File: src/hdl/flcpi_pkg.sv
// ----------------------------------------------------------------------------
// flcpi_pkg
// Types, constants and fixed-point helpers for the PI flight control law.
// ----------------------------------------------------------------------------
package flcpi_pkg;

  localparam int SIG_W      = 32;
  localparam int ACC_W      = 64;
  localparam int SIG_FRAC   = 16;
  localparam int ACC_FRAC   = 40;
  localparam int GAIN_FRAC  = 32;
  localparam int GAIN_SHIFT = GAIN_FRAC + SIG_FRAC - ACC_FRAC;
  localparam int DT_SHIFT   = 32;
  localparam int ACC_SHIFT  = ACC_FRAC - SIG_FRAC;
  localparam int OPB_W      = SIG_W + 1;
  localparam int PP_W       = 2 * OPB_W;
  localparam int FULL_W     = PP_W + 32;
  localparam int ADDR_W     = 5;

  // Register indexes on the configuration port
  localparam logic [2:0] REG_MONITOR_ROLE   = 3'd0;
  localparam logic [2:0] REG_SAMPLE_PERIOD  = 3'd1;
  localparam logic [2:0] REG_AIRSPEED_EQ    = 3'd2;
  localparam logic [2:0] REG_ELEVATOR_TRIM  = 3'd3;
  localparam logic [2:0] REG_THROTTLE_TRIM  = 3'd4;
  localparam logic [2:0] REG_ALTITUDE_BAND  = 3'd5;
  localparam logic [2:0] REG_MISMATCH_THR   = 3'd6;

  localparam logic [31:0] SAMPLE_PERIOD_RST = 32'd21474836;
  localparam logic [30:0] ALTITUDE_BAND_RST = 31'd3276800;
  localparam logic [30:0] MISMATCH_THR_RST  = 31'd66;

  // Gains, signed with 32 fraction bits
  localparam logic signed [63:0] KP_H      = 64'sd435530300;
  localparam logic signed [63:0] KI_H      = 64'sd20739538;
  localparam logic signed [63:0] KI_VA     = 64'sd213900584;
  localparam logic signed [63:0] K1_VA     = -64'sd2090846277;
  localparam logic signed [63:0] K1_VZ     = -64'sd333302757;
  localparam logic signed [63:0] K1_Q      = 64'sd93168077174;
  localparam logic signed [63:0] KI_VZ     = 64'sd2694417;
  localparam logic signed [63:0] K2_VZ     = -64'sd13970827;
  localparam logic signed [63:0] K2_Q      = 64'sd1615214565;
  localparam logic signed [63:0] K2_AZ     = -64'sd6729816;

  localparam logic signed [ACC_W-1:0] ACC_MAX = {1'b0, {(ACC_W-1){1'b1}}};
  localparam logic signed [ACC_W-1:0] ACC_MIN = {1'b1, {(ACC_W-1){1'b0}}};
  localparam logic signed [SIG_W-1:0] SIG_MAX = {1'b0, {(SIG_W-1){1'b1}}};
  localparam logic signed [SIG_W-1:0] SIG_MIN = {1'b1, {(SIG_W-1){1'b0}}};

  typedef enum logic [4:0] {
    ST_IDLE, ST_CHK,
    ST_HKP, ST_HRS, ST_HVZ, ST_HKI, ST_HDT, ST_HIA,
    ST_T1, ST_T1A, ST_T2, ST_T2A, ST_T3, ST_T3A, ST_TO, ST_TI, ST_TD, ST_TIA,
    ST_E1, ST_E1A, ST_E2, ST_E2A, ST_E3, ST_E3A, ST_EO, ST_EI, ST_ED, ST_EIA,
    ST_OUT
  } state_t;

  typedef enum logic [3:0] {
    OP_NONE, OP_LOAD, OP_BAND_OUT, OP_VZ_CMD, OP_RESEED, OP_HOLD_VZ, OP_HOLD_INT,
    OP_ACC_THR, OP_ACC_ELEV, OP_ACC_ADD, OP_THR_OUT, OP_THR_INT, OP_ELEV_OUT,
    OP_ELEV_INT, OP_FINISH
  } dp_op_t;

  typedef enum logic [3:0] {
    G_KP_H, G_KI_H, G_KI_VA, G_K1_VA, G_K1_VZ, G_K1_Q,
    G_KI_VZ, G_K2_VZ, G_K2_Q, G_K2_AZ
  } gain_sel_t;

  typedef enum logic [2:0] {
    B_ALT_ERR, B_VA_TRIM, B_VZ, B_Q, B_AZ, B_VA_ERR, B_VZ_ERR, B_DT
  } opb_sel_t;

  typedef struct packed {
    dp_op_t    op;
    logic      mul_go;
    gain_sel_t gain_sel;
    opb_sel_t  opb_sel;
    logic      a_prod;   // multiply the last product by dt instead of a gain
  } cmd_t;

  typedef struct packed {
    logic mode_invalid;
    logic mode_hold;
    logic out_band;
    logic mul_done;
    logic out_free;
  } status_t;

  typedef struct packed {
    logic        monitor_role;
    logic [31:0] sample_period;
    logic [31:0] airspeed_eq;
    logic [30:0] altitude_band;
    logic [30:0] mismatch_thr;
  } cfg_t;

  typedef struct packed {
    logic        elev_load;
    logic        thr_load;
    logic [31:0] value;
  } trim_load_t;

  function automatic logic signed [63:0] gain_value(gain_sel_t sel);
    logic signed [63:0] k;
    case (sel)
      G_KP_H:  k = KP_H;
      G_KI_H:  k = KI_H;
      G_KI_VA: k = KI_VA;
      G_K1_VA: k = K1_VA;
      G_K1_VZ: k = K1_VZ;
      G_K1_Q:  k = K1_Q;
      G_KI_VZ: k = KI_VZ;
      G_K2_VZ: k = K2_VZ;
      G_K2_Q:  k = K2_Q;
      G_K2_AZ: k = K2_AZ;
      default: k = '0;
    endcase
    return k;
  endfunction

  function automatic logic signed [ACC_W-1:0] sat_add(logic signed [ACC_W-1:0] a,
                                                     logic signed [ACC_W-1:0] b);
    logic signed [ACC_W:0] s;
    s = (ACC_W+1)'(a) + (ACC_W+1)'(b);
    if (s[ACC_W] != s[ACC_W-1]) return s[ACC_W] ? ACC_MIN : ACC_MAX;
    return s[ACC_W-1:0];
  endfunction

  function automatic logic signed [ACC_W-1:0] sat_sub(logic signed [ACC_W-1:0] a,
                                                     logic signed [ACC_W-1:0] b);
    logic signed [ACC_W:0] s;
    s = (ACC_W+1)'(a) - (ACC_W+1)'(b);
    if (s[ACC_W] != s[ACC_W-1]) return s[ACC_W] ? ACC_MIN : ACC_MAX;
    return s[ACC_W-1:0];
  endfunction

  function automatic logic signed [ACC_W-1:0] to_acc(logic signed [SIG_W-1:0] s);
    return ACC_W'(s) <<< ACC_SHIFT;
  endfunction

  // floor to signal format, then clamp
  function automatic logic signed [SIG_W-1:0] to_sig(logic signed [ACC_W-1:0] a);
    logic signed [ACC_W-1:0] sh;
    sh = a >>> ACC_SHIFT;
    if (sh[ACC_W-1:SIG_W-1] != {(ACC_W-SIG_W+1){sh[ACC_W-1]}})
      return sh[ACC_W-1] ? SIG_MIN : SIG_MAX;
    return sh[SIG_W-1:0];
  endfunction

  function automatic logic signed [SIG_W-1:0] neg_sat(logic signed [SIG_W-1:0] s);
    if (s == SIG_MIN) return SIG_MAX;
    return -s;
  endfunction

endpackage

File: src/hdl/flcpi_ctrl.sv
// ----------------------------------------------------------------------------
// flcpi_ctrl
// Sequencer: steps the datapath through the control law, one product at a time.
// ----------------------------------------------------------------------------
module flcpi_ctrl
  import flcpi_pkg::*;
(
  input  logic    clk,
  input  logic    rst_n,
  input  logic    in_valid,
  output logic    in_ready,
  input  status_t stat,
  output cmd_t    cmd
);

  state_t state_r, state_nxt;

  always_ff @(posedge clk) begin
    if (!rst_n) begin
      state_r <= ST_IDLE;
    end else begin
      state_r <= state_nxt;
    end
  end

  always_comb begin
    state_nxt    = state_r;
    in_ready     = 1'b0;
    cmd.op       = OP_NONE;
    cmd.mul_go   = 1'b0;
    cmd.gain_sel = G_KP_H;
    cmd.opb_sel  = B_ALT_ERR;
    cmd.a_prod   = 1'b0;
    case (state_r)
      ST_IDLE: begin
        in_ready = 1'b1;
        if (in_valid) begin
          cmd.op    = OP_LOAD;
          state_nxt = ST_CHK;
        end
      end
      ST_CHK: begin
        if (stat.mode_invalid) begin
          state_nxt = ST_OUT;
        end else if (!stat.mode_hold) begin
          cmd.op    = OP_VZ_CMD;
          state_nxt = ST_T1;
        end else if (stat.out_band) begin
          cmd.op    = OP_BAND_OUT;
          state_nxt = ST_T1;
        end else begin
          state_nxt = ST_HKP;
        end
      end
      // altitude hold inside the band
      ST_HKP: begin
        cmd.mul_go = 1'b1; cmd.gain_sel = G_KP_H; cmd.opb_sel = B_ALT_ERR;
        if (stat.mul_done) state_nxt = ST_HRS;
      end
      ST_HRS: begin
        cmd.op = OP_RESEED; state_nxt = ST_HVZ;
      end
      ST_HVZ: begin
        cmd.op = OP_HOLD_VZ; state_nxt = ST_HKI;
      end
      ST_HKI: begin
        cmd.mul_go = 1'b1; cmd.gain_sel = G_KI_H; cmd.opb_sel = B_ALT_ERR;
        if (stat.mul_done) state_nxt = ST_HDT;
      end
      ST_HDT: begin
        cmd.mul_go = 1'b1; cmd.a_prod = 1'b1; cmd.opb_sel = B_DT;
        if (stat.mul_done) state_nxt = ST_HIA;
      end
      ST_HIA: begin
        cmd.op = OP_HOLD_INT; state_nxt = ST_T1;
      end
      // throttle law
      ST_T1: begin
        cmd.mul_go = 1'b1; cmd.gain_sel = G_K1_VA; cmd.opb_sel = B_VA_TRIM;
        if (stat.mul_done) state_nxt = ST_T1A;
      end
      ST_T1A: begin
        cmd.op = OP_ACC_THR; state_nxt = ST_T2;
      end
      ST_T2: begin
        cmd.mul_go = 1'b1; cmd.gain_sel = G_K1_VZ; cmd.opb_sel = B_VZ;
        if (stat.mul_done) state_nxt = ST_T2A;
      end
      ST_T2A: begin
        cmd.op = OP_ACC_ADD; state_nxt = ST_T3;
      end
      ST_T3: begin
        cmd.mul_go = 1'b1; cmd.gain_sel = G_K1_Q; cmd.opb_sel = B_Q;
        if (stat.mul_done) state_nxt = ST_T3A;
      end
      ST_T3A: begin
        cmd.op = OP_ACC_ADD; state_nxt = ST_TO;
      end
      ST_TO: begin
        cmd.op = OP_THR_OUT; state_nxt = ST_TI;
      end
      ST_TI: begin
        cmd.mul_go = 1'b1; cmd.gain_sel = G_KI_VA; cmd.opb_sel = B_VA_ERR;
        if (stat.mul_done) state_nxt = ST_TD;
      end
      ST_TD: begin
        cmd.mul_go = 1'b1; cmd.a_prod = 1'b1; cmd.opb_sel = B_DT;
        if (stat.mul_done) state_nxt = ST_TIA;
      end
      ST_TIA: begin
        cmd.op = OP_THR_INT; state_nxt = ST_E1;
      end
      // elevator law
      ST_E1: begin
        cmd.mul_go = 1'b1; cmd.gain_sel = G_K2_VZ; cmd.opb_sel = B_VZ;
        if (stat.mul_done) state_nxt = ST_E1A;
      end
      ST_E1A: begin
        cmd.op = OP_ACC_ELEV; state_nxt = ST_E2;
      end
      ST_E2: begin
        cmd.mul_go = 1'b1; cmd.gain_sel = G_K2_Q; cmd.opb_sel = B_Q;
        if (stat.mul_done) state_nxt = ST_E2A;
      end
      ST_E2A: begin
        cmd.op = OP_ACC_ADD; state_nxt = ST_E3;
      end
      ST_E3: begin
        cmd.mul_go = 1'b1; cmd.gain_sel = G_K2_AZ; cmd.opb_sel = B_AZ;
        if (stat.mul_done) state_nxt = ST_E3A;
      end
      ST_E3A: begin
        cmd.op = OP_ACC_ADD; state_nxt = ST_EO;
      end
      ST_EO: begin
        cmd.op = OP_ELEV_OUT; state_nxt = ST_EI;
      end
      ST_EI: begin
        cmd.mul_go = 1'b1; cmd.gain_sel = G_KI_VZ; cmd.opb_sel = B_VZ_ERR;
        if (stat.mul_done) state_nxt = ST_ED;
      end
      ST_ED: begin
        cmd.mul_go = 1'b1; cmd.a_prod = 1'b1; cmd.opb_sel = B_DT;
        if (stat.mul_done) state_nxt = ST_EIA;
      end
      ST_EIA: begin
        cmd.op = OP_ELEV_INT; state_nxt = ST_OUT;
      end
      ST_OUT: begin
        // hold until the output register is free
        if (stat.out_free) begin
          cmd.op    = OP_FINISH;
          state_nxt = ST_IDLE;
        end
      end
      default: state_nxt = ST_IDLE;
    endcase
  end

endmodule

File: config.mk
export PLATFORM = sky130hd
export DESIGN_NAME = flcpi_ctrl
export DESIGN_NICKNAME = d
export VERILOG_FILES = /design/src/hdl/flcpi_pkg.sv /design/src/hdl/flcpi_ctrl.sv
export SDC_FILE = /design/constraint.sdc
export NUM_CORES = 1
export LEC_CHECK = 0
export ABC_AREA = 0
export BUFFER_PORTS_ARGS = -buffer_cell sky130_fd_sc_hd__buf_2
export CORE_AREA = 2 2 65 67
export CTS_BUF_LIST = sky130_fd_sc_hd__clkbuf_16
export CTS_CLUSTER_SIZE = 8
export DETAILED_ROUTE_END_ITERATION = 16
export DIE_AREA = 0 0 67 69
export SETUP_SLACK_MARGIN = 0.4
export SKIP_CTS_REPAIR_TIMING = 1
export SYNTH_ARGS = -nofsm -noshare
export SYNTH_HDL_FRONTEND = slang
export SYNTH_SLANG_ARGS = --single-unit
File: constraint.sdc
create_clock -name clk -period 2.3 [get_ports clk]
set_clock_uncertainty 0.15 [all_clocks]
set_input_delay 0.23 -clock clk [delete_from_list [all_inputs] [get_ports clk]]
set_output_delay 0.23 -clock clk [all_outputs]
set_load 0.005 [all_outputs]
## After elaboration in Yosys (flattened, before gate mapping)

Cells that the tools add are included.
W data, S select, Z words.

- Output and inout bits: 14
- Word-level logic and storage cells: 81
- Input port bits: 8
- Bits in registers: 5

- Equality and inequality tests: 43
- Mux-type cells: 30
- Reductions and logical operators: 7

Operators by type and width:

| cell | count |
|---|---|
| $pmux W5 S29 | 1 |
| $mux W5 | 16 |
| $eq A5 B5 Y1 const B | 13 |
| $pmux W4 S13 | 1 |
| $eq A5 B4 Y1 const B | 8 |
| $pmux W4 S9 | 1 |
| $ne A2 B2 Y1 const B | 15 |
| $pmux W3 S7 | 1 |
| $eq A5 B3 Y1 const B | 4 |
| $reduce_and A15 Y1 | 1 |
| $reduce_or A13 Y1 | 1 |
| $mux W4 | 3 |
| $eq A5 B2 Y1 const B | 2 |
| $mux W2 | 3 |
| $eq A5 B1 Y1 const B | 1 |
| $logic_not A5 Y1 | 1 |
| $mux W1 | 4 |
| $reduce_or A2 Y1 | 2 |
| $reduce_or A4 Y1 | 1 |
| $reduce_or A3 Y1 | 1 |

## Depth between registers and ports, before layout

- Depth after elaboration: 4
- Mapped depth: 7
- Gate-level depth less buffers: 5

## Worst setup path after synthesis

OpenSTA, ideal clock, no wires.

- Kind: register to register
- From: reg state_r[3]
- To: reg state_r[1]
- Setup slack: 530 ps
- Library setup time: 122 ps
- Cell stages (with the launch flop): 7
- Data arrival time: 1498 ps
- Required time: 2028 ps
- Buffers on the path: 1
- Path through: dfxtp_1 -> buf_2 -> nor2b_4 -> a32o_2 -> o31ai_4 -> nand2_4 -> o311a_1

- Longest elaborated chain between the ends: 3
- Elaborated cells on any way between the ends: 46

Ends and longest elaborated chain:

| element | RTL line | RTL |
|---|---|---|
| start: declaration | flcpi_ctrl.sv:16 | `state_t state_r, state_nxt;` |
| start signal: assignment | flcpi_ctrl.sv:22 | `state_r <= state_nxt;` |
| $eq A5 B2 Y1 (tied with other cells) | flcpi_ctrl.sv:34 | `case (state_r)` |
| $ne A2 B2 Y1 (no line) | -- |  |
| $reduce_and A15 Y1 (no line) | -- |  |

Several ways; a longest one is shown, not always the timed one.
A chain may end at the register's enable or synchronous reset.

==> impl_metrics.csv <==
group,metric,value,unit
placement,io_buffers,21,
routing,antenna_left,0,
critical_path,r2r-start,"state_r[1]",
logic_synthesis,synth_top_family_by_area,"compound AO/OA/AOI/OAI gates",
run_status,status,"finished clean",
logic_synthesis,synth_area_leaders,"dfxtp_1, o21ai_0, nand2_1",
cts,h-tree-depth,1,
routing,wl_per_cell,14.29,microns
power,swShare,0.4457,
grt,grt_pass1_wl,4581,microns
logic_synthesis,synthArstFlopShare,0,
hold_path,hold_path_class,"in -> reg",
critical_path,critical_path_class,"reg -> out",
cells_and_area,fin_cells,224,
cells_and_area,fin_nets,183,
floorplan,core.rowCount,23,
critical_path,rrSetupSlack,0.32,ns
cells_and_area,fin_util,0.3475,
critical_path,critPathLaunchType,"flip-flop",
floorplan,core,3914,sq um
power,fin_total_pwr,1.680,mW
cells_and_area,largest_reg_flops,5,
routing,drt_iter0_drc,116,
grt,overflow,0,
critical_path,r2r-end,"state_r[1]",
cts,cts_buffers,3,
critical_path,end_kind,"output port",
timing,worstMarginPinSlew,0.4063,ns
logic_synthesis,synth_common_cells,"nand2_1, o21ai_0, a21oi_1",
logic_synthesis,netlist_instances,143,
cts,cts.clk_slew.worst_paths,0.03,ns
cells_and_area,top_register,"state_r",
timing,fmax,0.4854,GHz
timing,min_period,2.060,ns
cts,clock_tree.root_cell,"clkbuf_16",
placement,dpl.hpwl,2225,microns
grt,grt_pass1_vias,959,
cts,cts_tree,"built",
power,power.internal,0.9310,mW
cts,worstSkewPairLatency,0.23,ns
grt,grt_max_degree,16,
logic_synthesis,synth_xor_area_frac,0.009272,
placement,numPlacedInstances,212,
timing,hold_ws,0.1680,ns
hold_path,hold_path_depth,3,
logic_synthesis,yosysMostFrequentCell,"nand2_1",
logic_synthesis,ys_types,45,
cells_and_area,layout-drive-gt1-share,0.3793,
timing,finalHoldViolations,0,
floorplan,die_w,67,microns
floorplan,fp.dieH,69,microns
critical_path,reg2reg_depth,6,
timing,setup_viol,0,
logic_synthesis,synth_mux_area_frac,0.06358,
logic_synthesis,synth-adder-area-share,0,
logic_synthesis,synthSimpleGateAreaFrac,0.3523,
timing,fin_ws,0.2399,ns
routing,drcViolationCount,0,
hold_path,hold_end,"state_r[3]",
timing,tns,0,ns
routing,avgViaCountPerCell,5.277,
power,p_sw,0.7488,mW
critical_path,cp_max_fo,7,
power,p_leak,0.5768,nW
grt,grt_usage,0.1238,
power,power.density,1235,nW/um^2
power,pwr-share-clk,0.167,
routing,vias,1182,
logic_synthesis,synth-compound-area-share,0.3656,
routing,wl,3200,microns
cts,clock-sinks,5,
power,peakVddDrop,0.3412,mV
hold_path,min_from,"rst_n",
logic_synthesis,synthFlopType,"dfxtp_1",
logic_synthesis,seq_area_frac_synth,0.1060,
cells_and_area,final_area,1360,sq um
cells_and_area,antenna_cells,0,
logic_synthesis,synth.net_count,151,
logic_synthesis,synth_edf_count,0,
placement,placed_area,1135,sq um
routing,dr.pass1.iters,4,
timing,final.period_utilization,0.8957,
floorplan,pin_count,22,
power,p_seq_frac,0.138,
logic_synthesis,ys_warn_count,0,
timing,slew_headroom,0.7270,
cells_and_area,n_fill_cell,439,
logic_synthesis,ys_ff_latch,5,
floorplan,dieArea,4623,sq um
grt,antenna_found_initial,0,
logic_synthesis,synth_top_area_share,0.1060,
cts,max-clock-path-buffers,2,
logic_synthesis,synth_top_area_cell,"dfxtp_1",
logic_synthesis,synthesis.area,944.7,sq um
placement,pre_cts_ws,0.2557,ns
cells_and_area,area_growth_syn_to_layout,43.97,%
timing,report.final.slew_viol_count,0,
critical_path,critPathRequiredTime,1.92,ns
logic_synthesis,synth_area_per_cell,6.606,sq um
critical_path,worstPathArrival,1.68,ns
floorplan,start_util,0.2414,
cells_and_area,reg.largest.list,"state_r x5",
flow_run,drv_cap,0,
timing,rsz0062_at_grt,"yes",
power,p_comb_frac,0.695,
placement,gp_congestion,0.9049,
## power by group through the flow
stage | logic [mW] | registers, mW | clock network, mW
6_report | 1.17 | 0.232 | 0.281
5_1_grt | 1.27 | 0.241 | 0.293
4_1_cts | 0.987 | 0.223 | 0.287
3_5_place_dp | 0.983 | 0.221 | 0
3_3_place_gp | 0.986 | 0.223 | 0
2_1_floorplan | 0.759 | 0.129 | 0
## kinds of logic (layout without fill, tap and decap cells)
family,count (synthesis),in the layout
buffers and inverters,21,52
AO/OA/AOI/OAI,50,50
XOR/XNOR,1,1
AND/OR/NAND/NOR,60,60
multiplexers,6,6
flip-flops,5,5
## metal layers
metal  track usage  vias to the layer above  wire length (microns)
li1              -                      583                      -
met1        0.1771                      556                   1476
met2        0.1947                       39                   1556
met3       0.01631                        4                    127
met4       0.02721                        0                     40
met5             0                        -                      0
## critical path: stages, from the launching register on
cell and delay, ns:
dfxtp_4 0.36, buf_4 0.18, xnor2_2 0.15, a32o_2 0.31, or3_1 0.32, buf_2 0.14
## layout by cell type (no fill, tap or decap), drive strengths merged, types with 3 or more instances in the layout
cell,synthesis,routed
clkbuf,2,3
nand2b,4,4
nand2,18,18
o22ai,4,4
a21oi,10,10
nor2,8,8
nand3,3,3
o21ai,14,14
nor3,5,5
inv,6,7
mux2i,6,6
nor2b,9,9
buf,13,41
dfxtp,5,5
a31oi,4,4
## layout make-up
| class | count | area [sq um] | area share |
|---|---|---|---|
| timing repair buffer | 42 | 275.3 | 0.2024 |
| clock inverter | 1 | 3.754 | 0.002760 |
| sequential | 5 | 118.9 | 0.08740 |
| clock buffer | 3 | 75.07 | 0.05520 |
| multi-input combinational | 117 | 802.0 | 0.5897 |
| tap | 50 | 62.56 | 0.04600 |
| inverter | 6 | 22.52 | 0.01656 |
## worst max path at each step
stage | slack (ns) | to | start | depth (start not counted)
3_3_place_gp | 0.24 | state_r[1] | state_r[4] | 6
6_report | 0.24 | cmd[8] | state_r[1] | 5
3_5_place_dp | 0.26 | state_r[1] | state_r[4] | 6
4_1_cts | 0.06 | cmd[9] | state_r[1] | 6
5_1_grt | 0.16 | cmd[9] | state_r[1] | 6
2_1_floorplan | 0.53 | state_r[1] | state_r[3] | 6
Note: power is estimated with default switching activity, not from simulation.
